**config.mk**
```make
export PLATFORM = sky130hd
export DESIGN_NAME = pfdf_ctrl
export DESIGN_NICKNAME = d
export VERILOG_FILES = /design/src/rtl/core/pfdf_pkg.sv /design/src/rtl/core/pfdf_ctrl.sv
export SDC_FILE = /design/constraint.sdc
export NUM_CORES = 1
export LEC_CHECK = 0
export ABC_AREA = 1
export BUFFER_PORTS_ARGS = -buffer_cell sky130_fd_sc_hd__buf_2
export CAP_MARGIN = 20
export CELL_PAD_IN_SITES_DETAIL_PLACEMENT = 0
export CELL_PAD_IN_SITES_GLOBAL_PLACEMENT = 1
export CORE_AREA = 2 2 39 41
export DETAILED_ROUTE_END_ITERATION = 12
export DIE_AREA = 0 0 41 43
export PLACE_DENSITY_LB_ADDON = 0.12
export SLEW_MARGIN = 0
export SYNTH_ARGS = -nofsm -noshare
export SYNTH_HDL_FRONTEND = slang
export SYNTH_SLANG_ARGS = --single-unit
export TNS_END_PERCENT = 1
```
**constraint.sdc**
```tcl
create_clock -name clk_i -period 1.3 [get_ports clk_i]
set_input_delay 0.39 -clock clk_i [delete_from_list [all_inputs] [get_ports clk_i]]
set_output_delay 0.39 -clock clk_i [all_outputs]
set_load 0.01 [all_outputs]
```
**src/rtl/core/pfdf_pkg.sv**
```systemverilog
// Shared types and constants for the page framebuffer display feeder.
`default_nettype none

package pfdf_pkg;

  // Default geometry.
  localparam int unsigned DefPanelWidth  = 128;
  localparam int unsigned DefPanelHeight = 64;
  localparam int unsigned DefChunkBytes  = 128;

  localparam int unsigned PageRows = 8;
  localparam int unsigned PageW    = 3;

  // Configuration port.
  localparam int unsigned CfgIdxW  = 1;
  localparam int unsigned CfgDataW = 8;
  localparam logic [CfgIdxW-1:0] REG_CMD_CTRL  = 1'b0;
  localparam logic [CfgIdxW-1:0] REG_DATA_CTRL = 1'b1;

  localparam logic [7:0] CmdCtrlReset  = 8'h00;
  localparam logic [7:0] DataCtrlReset = 8'h40;

  // Command transfer: control byte, page address, column low, column high.
  localparam logic [1:0] CMD_POS_CTRL = 2'd0;
  localparam logic [1:0] CMD_POS_PAGE = 2'd1;
  localparam logic [1:0] CMD_POS_LOW  = 2'd2;
  localparam logic [1:0] CMD_POS_HIGH = 2'd3;
  localparam logic [7:0] CmdPageBase  = 8'hB0;
  localparam logic [7:0] CmdColLow    = 8'h00;
  localparam logic [7:0] CmdColHigh   = 8'h10;

  typedef enum logic [1:0] {
    OP_DRAW  = 2'd0,
    OP_CLEAR = 2'd1,
    OP_FLUSH = 2'd2
  } pfdf_op_e;

  typedef enum logic [1:0] {
    ST_SWEEP,
    ST_IDLE,
    ST_READ,
    ST_FINISH
  } pfdf_state_e;

  typedef struct packed {
    logic accept;
    logic sweep;
    logic read;
    logic finish;
  } pfdf_cmd_t;

  typedef struct packed {
    logic sweep_last;
  } pfdf_status_t;

endpackage

`default_nettype wire

```
**src/rtl/core/pfdf_ctrl.sv**
```systemverilog
// Sequencer: accepts requests, runs store sweeps, steps read and finish.
`default_nettype none

module pfdf_ctrl (
  input  wire logic                   clk_i,
  input  wire logic                   rst_ni,
  input  wire logic                   start_i,
  input  wire logic [1:0]             opcode_i,
  input  wire pfdf_pkg::pfdf_status_t status_i,
  output pfdf_pkg::pfdf_cmd_t         cmd_o,
  output logic                        busy_o
);
  import pfdf_pkg::*;

  pfdf_state_e state_q, state_d;
  logic        clr_pending_q, clr_pending_d;

  always_ff @(posedge clk_i or negedge rst_ni) begin
    if (!rst_ni) begin
      state_q       <= ST_SWEEP;
      clr_pending_q <= 1'b0;
    end else begin
      state_q       <= state_d;
      clr_pending_q <= clr_pending_d;
    end
  end

  always_comb begin
    state_d       = state_q;
    clr_pending_d = clr_pending_q;
    cmd_o         = '0;
    busy_o        = 1'b1;
    unique case (state_q)
      ST_SWEEP: begin
        cmd_o.sweep = 1'b1;
        if (status_i.sweep_last) begin
          clr_pending_d = 1'b0;
          // reset sweep returns quietly, a clear request still reports
          state_d = clr_pending_q ? ST_FINISH : ST_IDLE;
        end
      end
      ST_IDLE: begin
        busy_o = 1'b0;
        if (start_i) begin
          cmd_o.accept = 1'b1;
          if (opcode_i == OP_CLEAR) begin
            clr_pending_d = 1'b1;
            state_d       = ST_SWEEP;
          end else begin
            state_d = ST_READ;
          end
        end
      end
      ST_READ: begin
        cmd_o.read = 1'b1;
        state_d    = ST_FINISH;
      end
      ST_FINISH: begin
        cmd_o.finish = 1'b1;
        state_d      = ST_IDLE;
      end
      default: state_d = ST_IDLE;
    endcase
  end

`ifndef SYNTHESIS
  a_accept_busy: assert property (@(posedge clk_i) disable iff (!rst_ni)
    cmd_o.accept |=> busy_o)
    else $error("accepted request did not raise busy");

  a_read_then_finish: assert property (@(posedge clk_i) disable iff (!rst_ni)
    (state_q == ST_READ) |=> cmd_o.finish)
    else $error("memory read not followed by finish");

  a_no_stray_clear: assert property (@(posedge clk_i) disable iff (!rst_ni)
    !(clr_pending_q && (state_q == ST_IDLE || state_q == ST_READ)))
    else $error("clear pending outside a sweep");
`endif

endmodule

`default_nettype wire

```
==> summary.md, run 1 <==
The run gives 1 as the H-tree level count. The number of synthesis warnings was 0. The tightest min-delay check is of the in2reg type.

The achievable clock frequency is 0.6973 GHz, and the global routing usage summed across all routing layers is 6.432%. Using the TritonRoute via totals, the vias-per-cell ratio works out to 3.438. The kind of cell with the highest combined delay along the critical path is flip-flops.

The final reports fail on setup timing. The synthesized flop and latch total was 3. The largest area contributor in the netlist was sky130_fd_sc_hd__dfrtp_1. Buffer type at the clock tree root: sky130_fd_sc_hd__clkbuf_4. The largest single stage delay on the critical path is 0.44 ns. Counting both buffers and inverters, the worst setup path holds a total of 2.

The first global-routing pass estimated 717 um of wire. For the data arrival time at the worst-slack endpoint, the log shows 1.04 ns. Counting the buffers created by CTS gives 3.

At the pin with the least slew margin, the transition time is 0.2229 ns. The number of nets in the synthesized netlist is 35. The classification of the worst setup path was reg2out. The startpoint identified for the worst register-to-register timing path is state_q[1]$_DFFE_PN0P_. The worst setup margin was -0.1341 ns; the power density over cell area was 2431 nW/um^2. Fraction of the mapped netlist area in simple logic gates: 37.50%.

In this run, distinct cell masters in the synthesized netlist total 11. The final weighted congestion in routability-driven placement was 0.6335. After detailed routing, the total wire length is 466 um.

Clock-pin slew was measured on the worst setup and hold paths at 0.03 ns. For the number of max-slew violations in the final report, the log shows 0. The tools report the post-route clock skew as 0.002688 ns. After detailed routing, the met3 layer carries 28 um of wire. The ratio of cells with drive above 1 in the final layout works out to 56.25%. The most used flip-flop cell after synthesis is sky130_fd_sc_hd__dfrtp_1. Each instance of the synthesized netlist takes up on average 6.903 sq um. The synthesized netlist devotes 10.00% of its cell area to compound gates. After detailed routing, the number of remaining DRC violations is 0. The source of the worst hold timing path was status_i. Most used standard cell by instance count after synthesis: sky130_fd_sc_hd__inv_1. After detailed placement, the design holds a cell count of 57. For the leakage component of the power, the log shows 0.1992 nW. The critical path goes through nor2_4 > inv_2 > nor2_4 > buf_6.

TritonCTS built the clock tree. The share of the clock period used by the worst path is 110.3%. Measured against the total synthesized area, the mux share comes to 0%. The area share of the leading cell type in the synthesized netlist is 37.50%, and the overall via count from detail_route is 220. For this configuration, the core starts out at a cell density of 14.47%. Setup repair after global routing could not meet its margin everywhere. From left edge to right edge, the die measures 41 um.

For this run, the share of the core covered by cells in the final layout is 25.23%. The final layout contains 55 nets. The floorplan step set the die height to 43 um.

The detailed-routing iteration count for the pre-antenna-repair pass is 2. The element type at the critical path start is a flip-flop. 11 I/O pins were placed. The tools report the number of antenna violations at the first check in global routing as 0.

Per report_power, the clock group accounts for 18.6% of the total. The mapped netlist covers 200.2 sq um. After synthesis, the largest family of logic cells by area is simple AND/OR/NAND/NOR gates. Counting every instance in the synthesized netlist gives 29. The beginning of the critical path is state_q[1]$_DFFE_PN0P_. The run gives 241 um as the wire length on met2. The floorplan row count is 14. Yosys attributes the largest share of cell area to sky130_fd_sc_hd__dfrtp_1 (38%), sky130_fd_sc_hd__inv_1 (11%), sky130_fd_sc_hd__nand2_1 (9.4%), sky130_fd_sc_hd__nand2_2 (9.4%), sky130_fd_sc_hd__a21oi_1 (7.5%). The worst vdd rail ir drop was 907.2 uV. The antenna violation net count after detailed routing is 0, and the switching share of power is 41.13%.

Counting I/O delays and the setup requirement, the final critical path takes 1.434 ns. In this run the power spent charging and discharging nets is 0.3490 mW. The xor-xnor portion of the synthesized cell area works out to 0%.

In this run the tool buffered the top-level ports with 10 buffer cells. The run gives 209 as the number of global-route vias before repair. Of the total power, combinational logic draws 58.0%. The clock net in this run drives a total of 3 sinks.

The flow ran to the end, but the final reports show violations. Compared with the post-synthesis result, the final layout area differs by 74.38%. Internal power comes to 0.4996 mW.

Largest driver fanout on the critical path: 6. Routed signal wires occupy layers up through met3. The commonest cells after synthesis are sky130_fd_sc_hd__inv_1 (6), sky130_fd_sc_hd__nand2_1 (5), sky130_fd_sc_hd__a21oi_1 (3), sky130_fd_sc_hd__dfrtp_1 (3), sky130_fd_sc_hd__nand2_2 (3). The core region is 1384 sq um. Measured against its own limit, the worst slew margin works out to 85.14%.

The first routing iteration left 2 violations. In the final routing, the length of wire on met1 measures 196 um. 0 antenna diodes ended up in the layout. The highest-delay cell along the critical path was sky130_fd_sc_hd__dfrtp_2. After the flow finishes, the layout carries non-filler instances totaling 64. Data on the critical path is required at its endpoint by 0.91 ns. The clock passes through at most 2 buffers. For this run, the register share of the synthesized area comes to 37.50%. Fraction of the mapped netlist area in adder cells: 0%. Kind of end point of the critical path: an output port.

Entering global routing, the biggest net connects 7 pins. The die footprint was 1763 sq um; the number of setup violations in the final report was 5. The count of endpoints failing hold in the final timing report is 0, and the routed wirelength normalized by instance count is 7.281 um. The logs give 0.23 ns for the clock insertion delay at the later pin of the skew report and 162 for the fill cell total of the finished layout. The synthesized design contains 0 enable-type register cells. Total grt overflow: 0.

In this design, the critical path's most frequently occurring cell is sky130_fd_sc_hd__nor2_4. The sequential group share of total power is 23.5%. The tool flagged a number of max-cap violations equal to 0. After synthesis, the share of flip-flops with an asynchronous set or reset is 100.0%.
[layer usage]
layer	track usage, %	up-vias
li1	-	124
met1	6.774	90
met2	8.750	6
met3	1.571	0
met4	8.000	0
met5	0	-
[worst min-delay path, stage by stage]
cell,delay (ns)
sky130_fd_sc_hd__buf_2,0.09
sky130_fd_sc_hd__inv_1,0.07
sky130_fd_sc_hd__a21oi_1,0.06
[final timing paths]
path | cells past startpoint | endpoint | slack (ns)
min in group asynchronous | 2 | clr_pending_q$_DFFE_PN0P_ | 0.49
max | 4 | cmd_o[3] | -0.13
min | 3 | state_q[0]$_DFFE_PN0P_ | 0.43
min reg2reg | 2 | clr_pending_q$_DFFE_PN0P_ | 0.48
max in group asynchronous | 2 | state_q[1]$_DFFE_PN0P_ | 0.69
max reg2reg | 5 | clr_pending_q$_DFFE_PN0P_ | 0.24
[cell families (layout without fill, tap and decap cells)]
family | count (synthesis) | count (layout)
AND/OR/NAND/NOR | 14 | 14
buffers and inverters | 8 | 27
AO/OA/AOI/OAI | 4 | 4
flip-flops | 3 | 3
[flip-flops by register name, indices dropped and copies added (netlist names)]
register       count
state_q            2
clr_pending_q      1
[what timing repair did]
action	in CTS	in global routing
setup buffers	2	0
hold endpoints to repair	3	0
gates resized for setup	4	0
pin swaps	1	1
setup endpoints to repair	5	5
hold buffers	1	0
[cells in the final DEF, fill, tap and decap left out]
master / instances
sky130_fd_sc_hd__buf_2: 9
sky130_fd_sc_hd__inv_1: 5
sky130_fd_sc_hd__nand2_1: 5
sky130_fd_sc_hd__buf_4: 4
sky130_fd_sc_hd__inv_2: 3
sky130_fd_sc_hd__nand2_2: 3
sky130_fd_sc_hd__a21oi_1: 3
sky130_fd_sc_hd__clkbuf_4: 3
sky130_fd_sc_hd__nor2_4: 2
sky130_fd_sc_hd__nand3_1: 2
sky130_fd_sc_hd__dfrtp_1: 2
sky130_fd_sc_hd__nor2_1: 1
sky130_fd_sc_hd__nor2_2: 1
sky130_fd_sc_hd__o21ai_0: 1
sky130_fd_sc_hd__clkbuf_1: 1
sky130_fd_sc_hd__dlygate4sd3_1: 1
sky130_fd_sc_hd__buf_6: 1
sky130_fd_sc_hd__dfrtp_2: 1
[metrics by stage]
step                hold slack, ns  area, sq um  total power, mW  worst slack [ns]  setup TNS (ns)
floorplan                  0.09441        200.2           0.4429            0.1313               0
global placement            0.1942        285.3           0.6186           0.05300               0
detailed placement          0.1895        285.3           0.6186           0.04157               0
CTS                         0.4214        349.1           0.8736           -0.1635         -0.5839
global route                0.4537        349.1           0.9351           -0.2107         -0.8211
finish                      0.4281        349.1           0.8487           -0.1341         -0.4677
[layout make-up]
| cell class | count | area (sq um) | area share, % |
|---|---|---|---|
| timing repair buffer | 15 | 96.34 | 27.60 |
| sequential | 3 | 76.32 | 21.86 |
| clock buffer | 4 | 26.28 | 7.527 |
| tap | 16 | 20.02 | 5.735 |
| multi-input combinational | 18 | 100.1 | 28.67 |
| inverter | 8 | 30.03 | 8.602 |
[power groups by stage]
stage               Sequential [mW]  Clock [mW]  Combinational (mW)
finish                        0.199       0.158               0.492
CTS                           0.201       0.167               0.505
global route                  0.209       0.173               0.553
detailed placement            0.193           0               0.426
global placement              0.191           0               0.428
floorplan                     0.186           0               0.257
No activity file was read; power rests on OpenSTA's default activity.
==> run 2, diff against run 1 <==
--- a/config.mk
+++ b/config.mk
@@ -14,6 +14,7 @@
 export DETAILED_ROUTE_END_ITERATION = 12
 export DIE_AREA = 0 0 41 43
 export PLACE_DENSITY_LB_ADDON = 0.12
+export SETUP_SLACK_MARGIN = 0.4
 export SLEW_MARGIN = 0
 export SYNTH_ARGS = -nofsm -noshare
 export SYNTH_HDL_FRONTEND = slang
==> run 2 against run 1 <==
Compared with the run above:
- sequential share of layout area fell by 3.2 points
- wire length rose by 11%
- largest power group unchanged
- fmax fell by 0.39%
- sequential power barely moved
- largest cell class is now non-clock buffers
- combinational power rose by 41%
- the flow still finishes with violations (setup timing)
- cell count rose by 6.3%
- clock power barely moved
- critical path depth did not move
- register-to-register slack got worse by 0.04 ns
- clock skew fell by 0.0014 ns
- first-iteration DRC count fell by 100%
==> summary.md, run 2 (synthesis gave the netlist of run 1 again) <==
The run finished, with violations left. The checks that failed: setup timing. The power density over cell area is 2568 nW/um^2 (+5.6%). The antenna diode count is 0 (unchanged). The number of remaining DRC errors is 0 (unchanged), and the die width is 41 um (unchanged).

The routed wirelength normalized by instance count was 7.588 um (+4.2%). The critical path is of the reg2out type. Setup repair after global routing could not meet its margin everywhere. The startpoint identified for the worst register-to-register timing path is state_q[1]$_DFFE_PN0P_.

The logs give 898.2 uV (-1.0%) for the worst vdd rail ir drop and 1 (unchanged) for the H-tree level count. The area growth from synthesis to layout is 104.4%. The tools report the buffer type at the clock tree root as sky130_fd_sc_hd__clkbuf_4. The tools report the count of endpoints failing hold in the final timing report as 0 (unchanged). The share of the clock period used by the worst path is 110.7% (+0.43 points), and the pin slew with the least headroom to its limit is 0.2479 ns (+0.02504 ns). The clock-pin transition on the worst setup and hold timing paths is 0.04 ns (about the same), and the number of global-route vias before repair is 264 (+26%). TritonCTS built the clock tree. Among all stages on the critical path, the largest delay is contributed by sky130_fd_sc_hd__dfrtp_2. For the total wire length after detailed routing, the log shows 516 um (+11%). The required time of the critical path was 0.91 ns (about the same); the count of buffers from port buffering was 10 (unchanged). The via density per instance was 3.662 (+6.5%); the post-route clock skew was 0.001252 ns (-0.001436 ns). Worst-case hold slack: 0.4354 ns (+0.007276 ns).

The tools report the clock insertion delay at the later pin of the skew report as 0.23 ns (about the same). The global routing usage summed across all routing layers came out at 8.350% (+1.9 points). The height of the chip works out to 43 um (unchanged). The endpoint identified for the worst register-to-register timing path is clr_pending_q$_DFFE_PN0P_.

Tracing the worst setup path back leads to its startpoint at state_q[1]$_DFFE_PN0P_. The ratio of cells with drive above 1 in the final layout works out to 65.38% (+9.1 points). The worst setup path is captured at an output port. The largest net degree at the start of global routing came out at 5 (-2).

The tools report the end of the critical path as cmd_o[1]. The floorplan row count is 14 (unchanged). The run gives 0.20 ns (-0.04 ns) as the reg-to-reg setup timing slack.

The number of max-slew violations in the final report was 0 (unchanged). The CTS buffer count was 3 (unchanged); the clock tree buffer depth was 2 (unchanged). The final weighted congestion in routability-driven placement came out at 0.6423 (+1.4%).

After legalization and detailed placement, the total HPWL measured 376.1 um. The run gives 1763 sq um (unchanged) as the die footprint. The run gives 1.05 ns (about the same) as the data arrival time at the worst-slack endpoint. The library cell used most frequently in the layout, excluding fill and tap cells, is sky130_fd_sc_hd__buf_2. The achievable clock frequency is 0.6946 GHz (-0.39%).

The tools report the number of max-capacitance violations reported as 0 (unchanged). The delay of the slowest cell on the worst path is 0.44 ns (about the same), and the largest driver fanout on the critical path is 4 (-2). The standard cell core area came out at 1384 sq um (unchanged). The overall via count from detail_route was 249 (+13%); the total number of nets in the final design was 59 (+7.3%).

For the starting utilization of the core area, the log shows 14.47% (unchanged). The detailed-routing iteration count for the pre-antenna-repair pass came out at 1 (-1). The run gives 83.47% (-1.7 points) as the worst relative slew slack.

The number of antenna violations at the first check in global routing is 0 (unchanged), and the flip-flop count of the largest register, all copies and words added is 2 (unchanged). The run gives 11 (unchanged) as the total I/O pin count. The final critical delay including setup and external delays is 1.440 ns (+0.005598 ns).

Leaving out fill and tap cells, the most frequent cells in the layout are sky130_fd_sc_hd__buf_2 (8), sky130_fd_sc_hd__buf_4 (6), sky130_fd_sc_hd__inv_1 (5). The worst setup margin is -0.1397 ns (-0.005598 ns), and the total grt overflow is 0 (unchanged). The detailed router's first-iteration violation count was 0 (-2); the placement-stage worst setup slack was 0.05857 ns (+0.01700 ns).

Antenna violation net count after detailed routing: 0 (unchanged). In the final layout, the registers with the most flip-flops are state_q: 2 flops, clr_pending_q: 1 flops. The tools report the power after layout as 1.051 mW (+24%). STA classifies the critical path startpoint as a flip-flop. The tools report the leakage component of the power as 0.2244 nW (+13%). Number of cells on the worst reg-to-reg path: 5 (unchanged). The tools report the number of setup violations in the final report as 5 (unchanged).

Walking the worst path, the cells encountered are buf_4 > inv_1 > nor2_1 > buf_2. The min-delay analysis places its worst path in the category in2reg. More flip-flops sit in one register than any other, and that register is state_q.

The tools report the sink count of the clock tree as 3 (unchanged). First-pass GRT wire length: 938 um (+31%).
==> run 2: what timing repair did <==
item                                    CTS  global route
setup buffers                             6             0
endpoints found under the setup margin    8             8
pin swaps                                 3             2
hold buffers                              1             0
hold endpoints to repair                  3             0
resized for setup                        11             0
==> run 2: routing by layer <==
metal	vias to the layer above	track usage (%)	routed length (um)	part of all wire, %
met1	112	8.091	175	34
li1	131	-	-	-
met5	-	0	0	0
met4	0	10.00	0	0
met2	6	12.50	315	61
met3	0	1.571	24	4.7
==> run 2: layout make-up <==
type                            count  area, sq um
Clock buffer                        4        26.28
Fill cell                         157        974.7
Timing Repair Buffer               19        140.1
Inverter                            8        30.03
Multi-Input combinational cell     18        116.4
Tap cell                           16        20.02
Sequential cell                     3        76.32
==> run 2: worst max-delay path, delay by kind of cell (launching register included) <==
kind / cells / cell delay, ns
flops: 1 / 0.44
buf+inv: 3 / 0.34
simple gates: 1 / 0.04
==> run 2: how the worst min path moves through the flow <==
| stage | from | to | slack [ns] | cells past startpoint |
|---|---|---|---|---|
| 4_1_cts | status_i | state_q[0]$_DFFE_PN0P_ | 0.43 | 3 |
| 3_5_place_dp | rst_ni | clr_pending_q$_DFFE_PN0P_ | 0.19 | 1 |
| 5_1_grt | status_i | state_q[0]$_DFFE_PN0P_ | 0.44 | 3 |
| 2_1_floorplan | rst_ni | clr_pending_q$_DFFE_PN0P_ | 0.09 | 0 |
| 3_3_place_gp | rst_ni | clr_pending_q$_DFFE_PN0P_ | 0.19 | 1 |
| 6_report | status_i | state_q[0]$_DFFE_PN0P_ | 0.44 | 3 |
==> run 2: power breakdown <==
group          total [mW]  switching [mW]  internal [mW]
clock network       0.159          0.0446          0.115
logic               0.694           0.317          0.377
registers           0.197          0.0550          0.142
==> run 2: through the flow <==
stage	cells	area [sq um]	setup TNS (ns)	util [%]
after floorplan	29	200.2	0	-
after global placement	57	285.3	0	20.61
after detailed placement	57	285.3	0	20.61
after CTS	68	409.1	-0.6474	29.57
after global routing	68	409.1	-0.8398	29.57
final	68	409.1	-0.5879	29.57
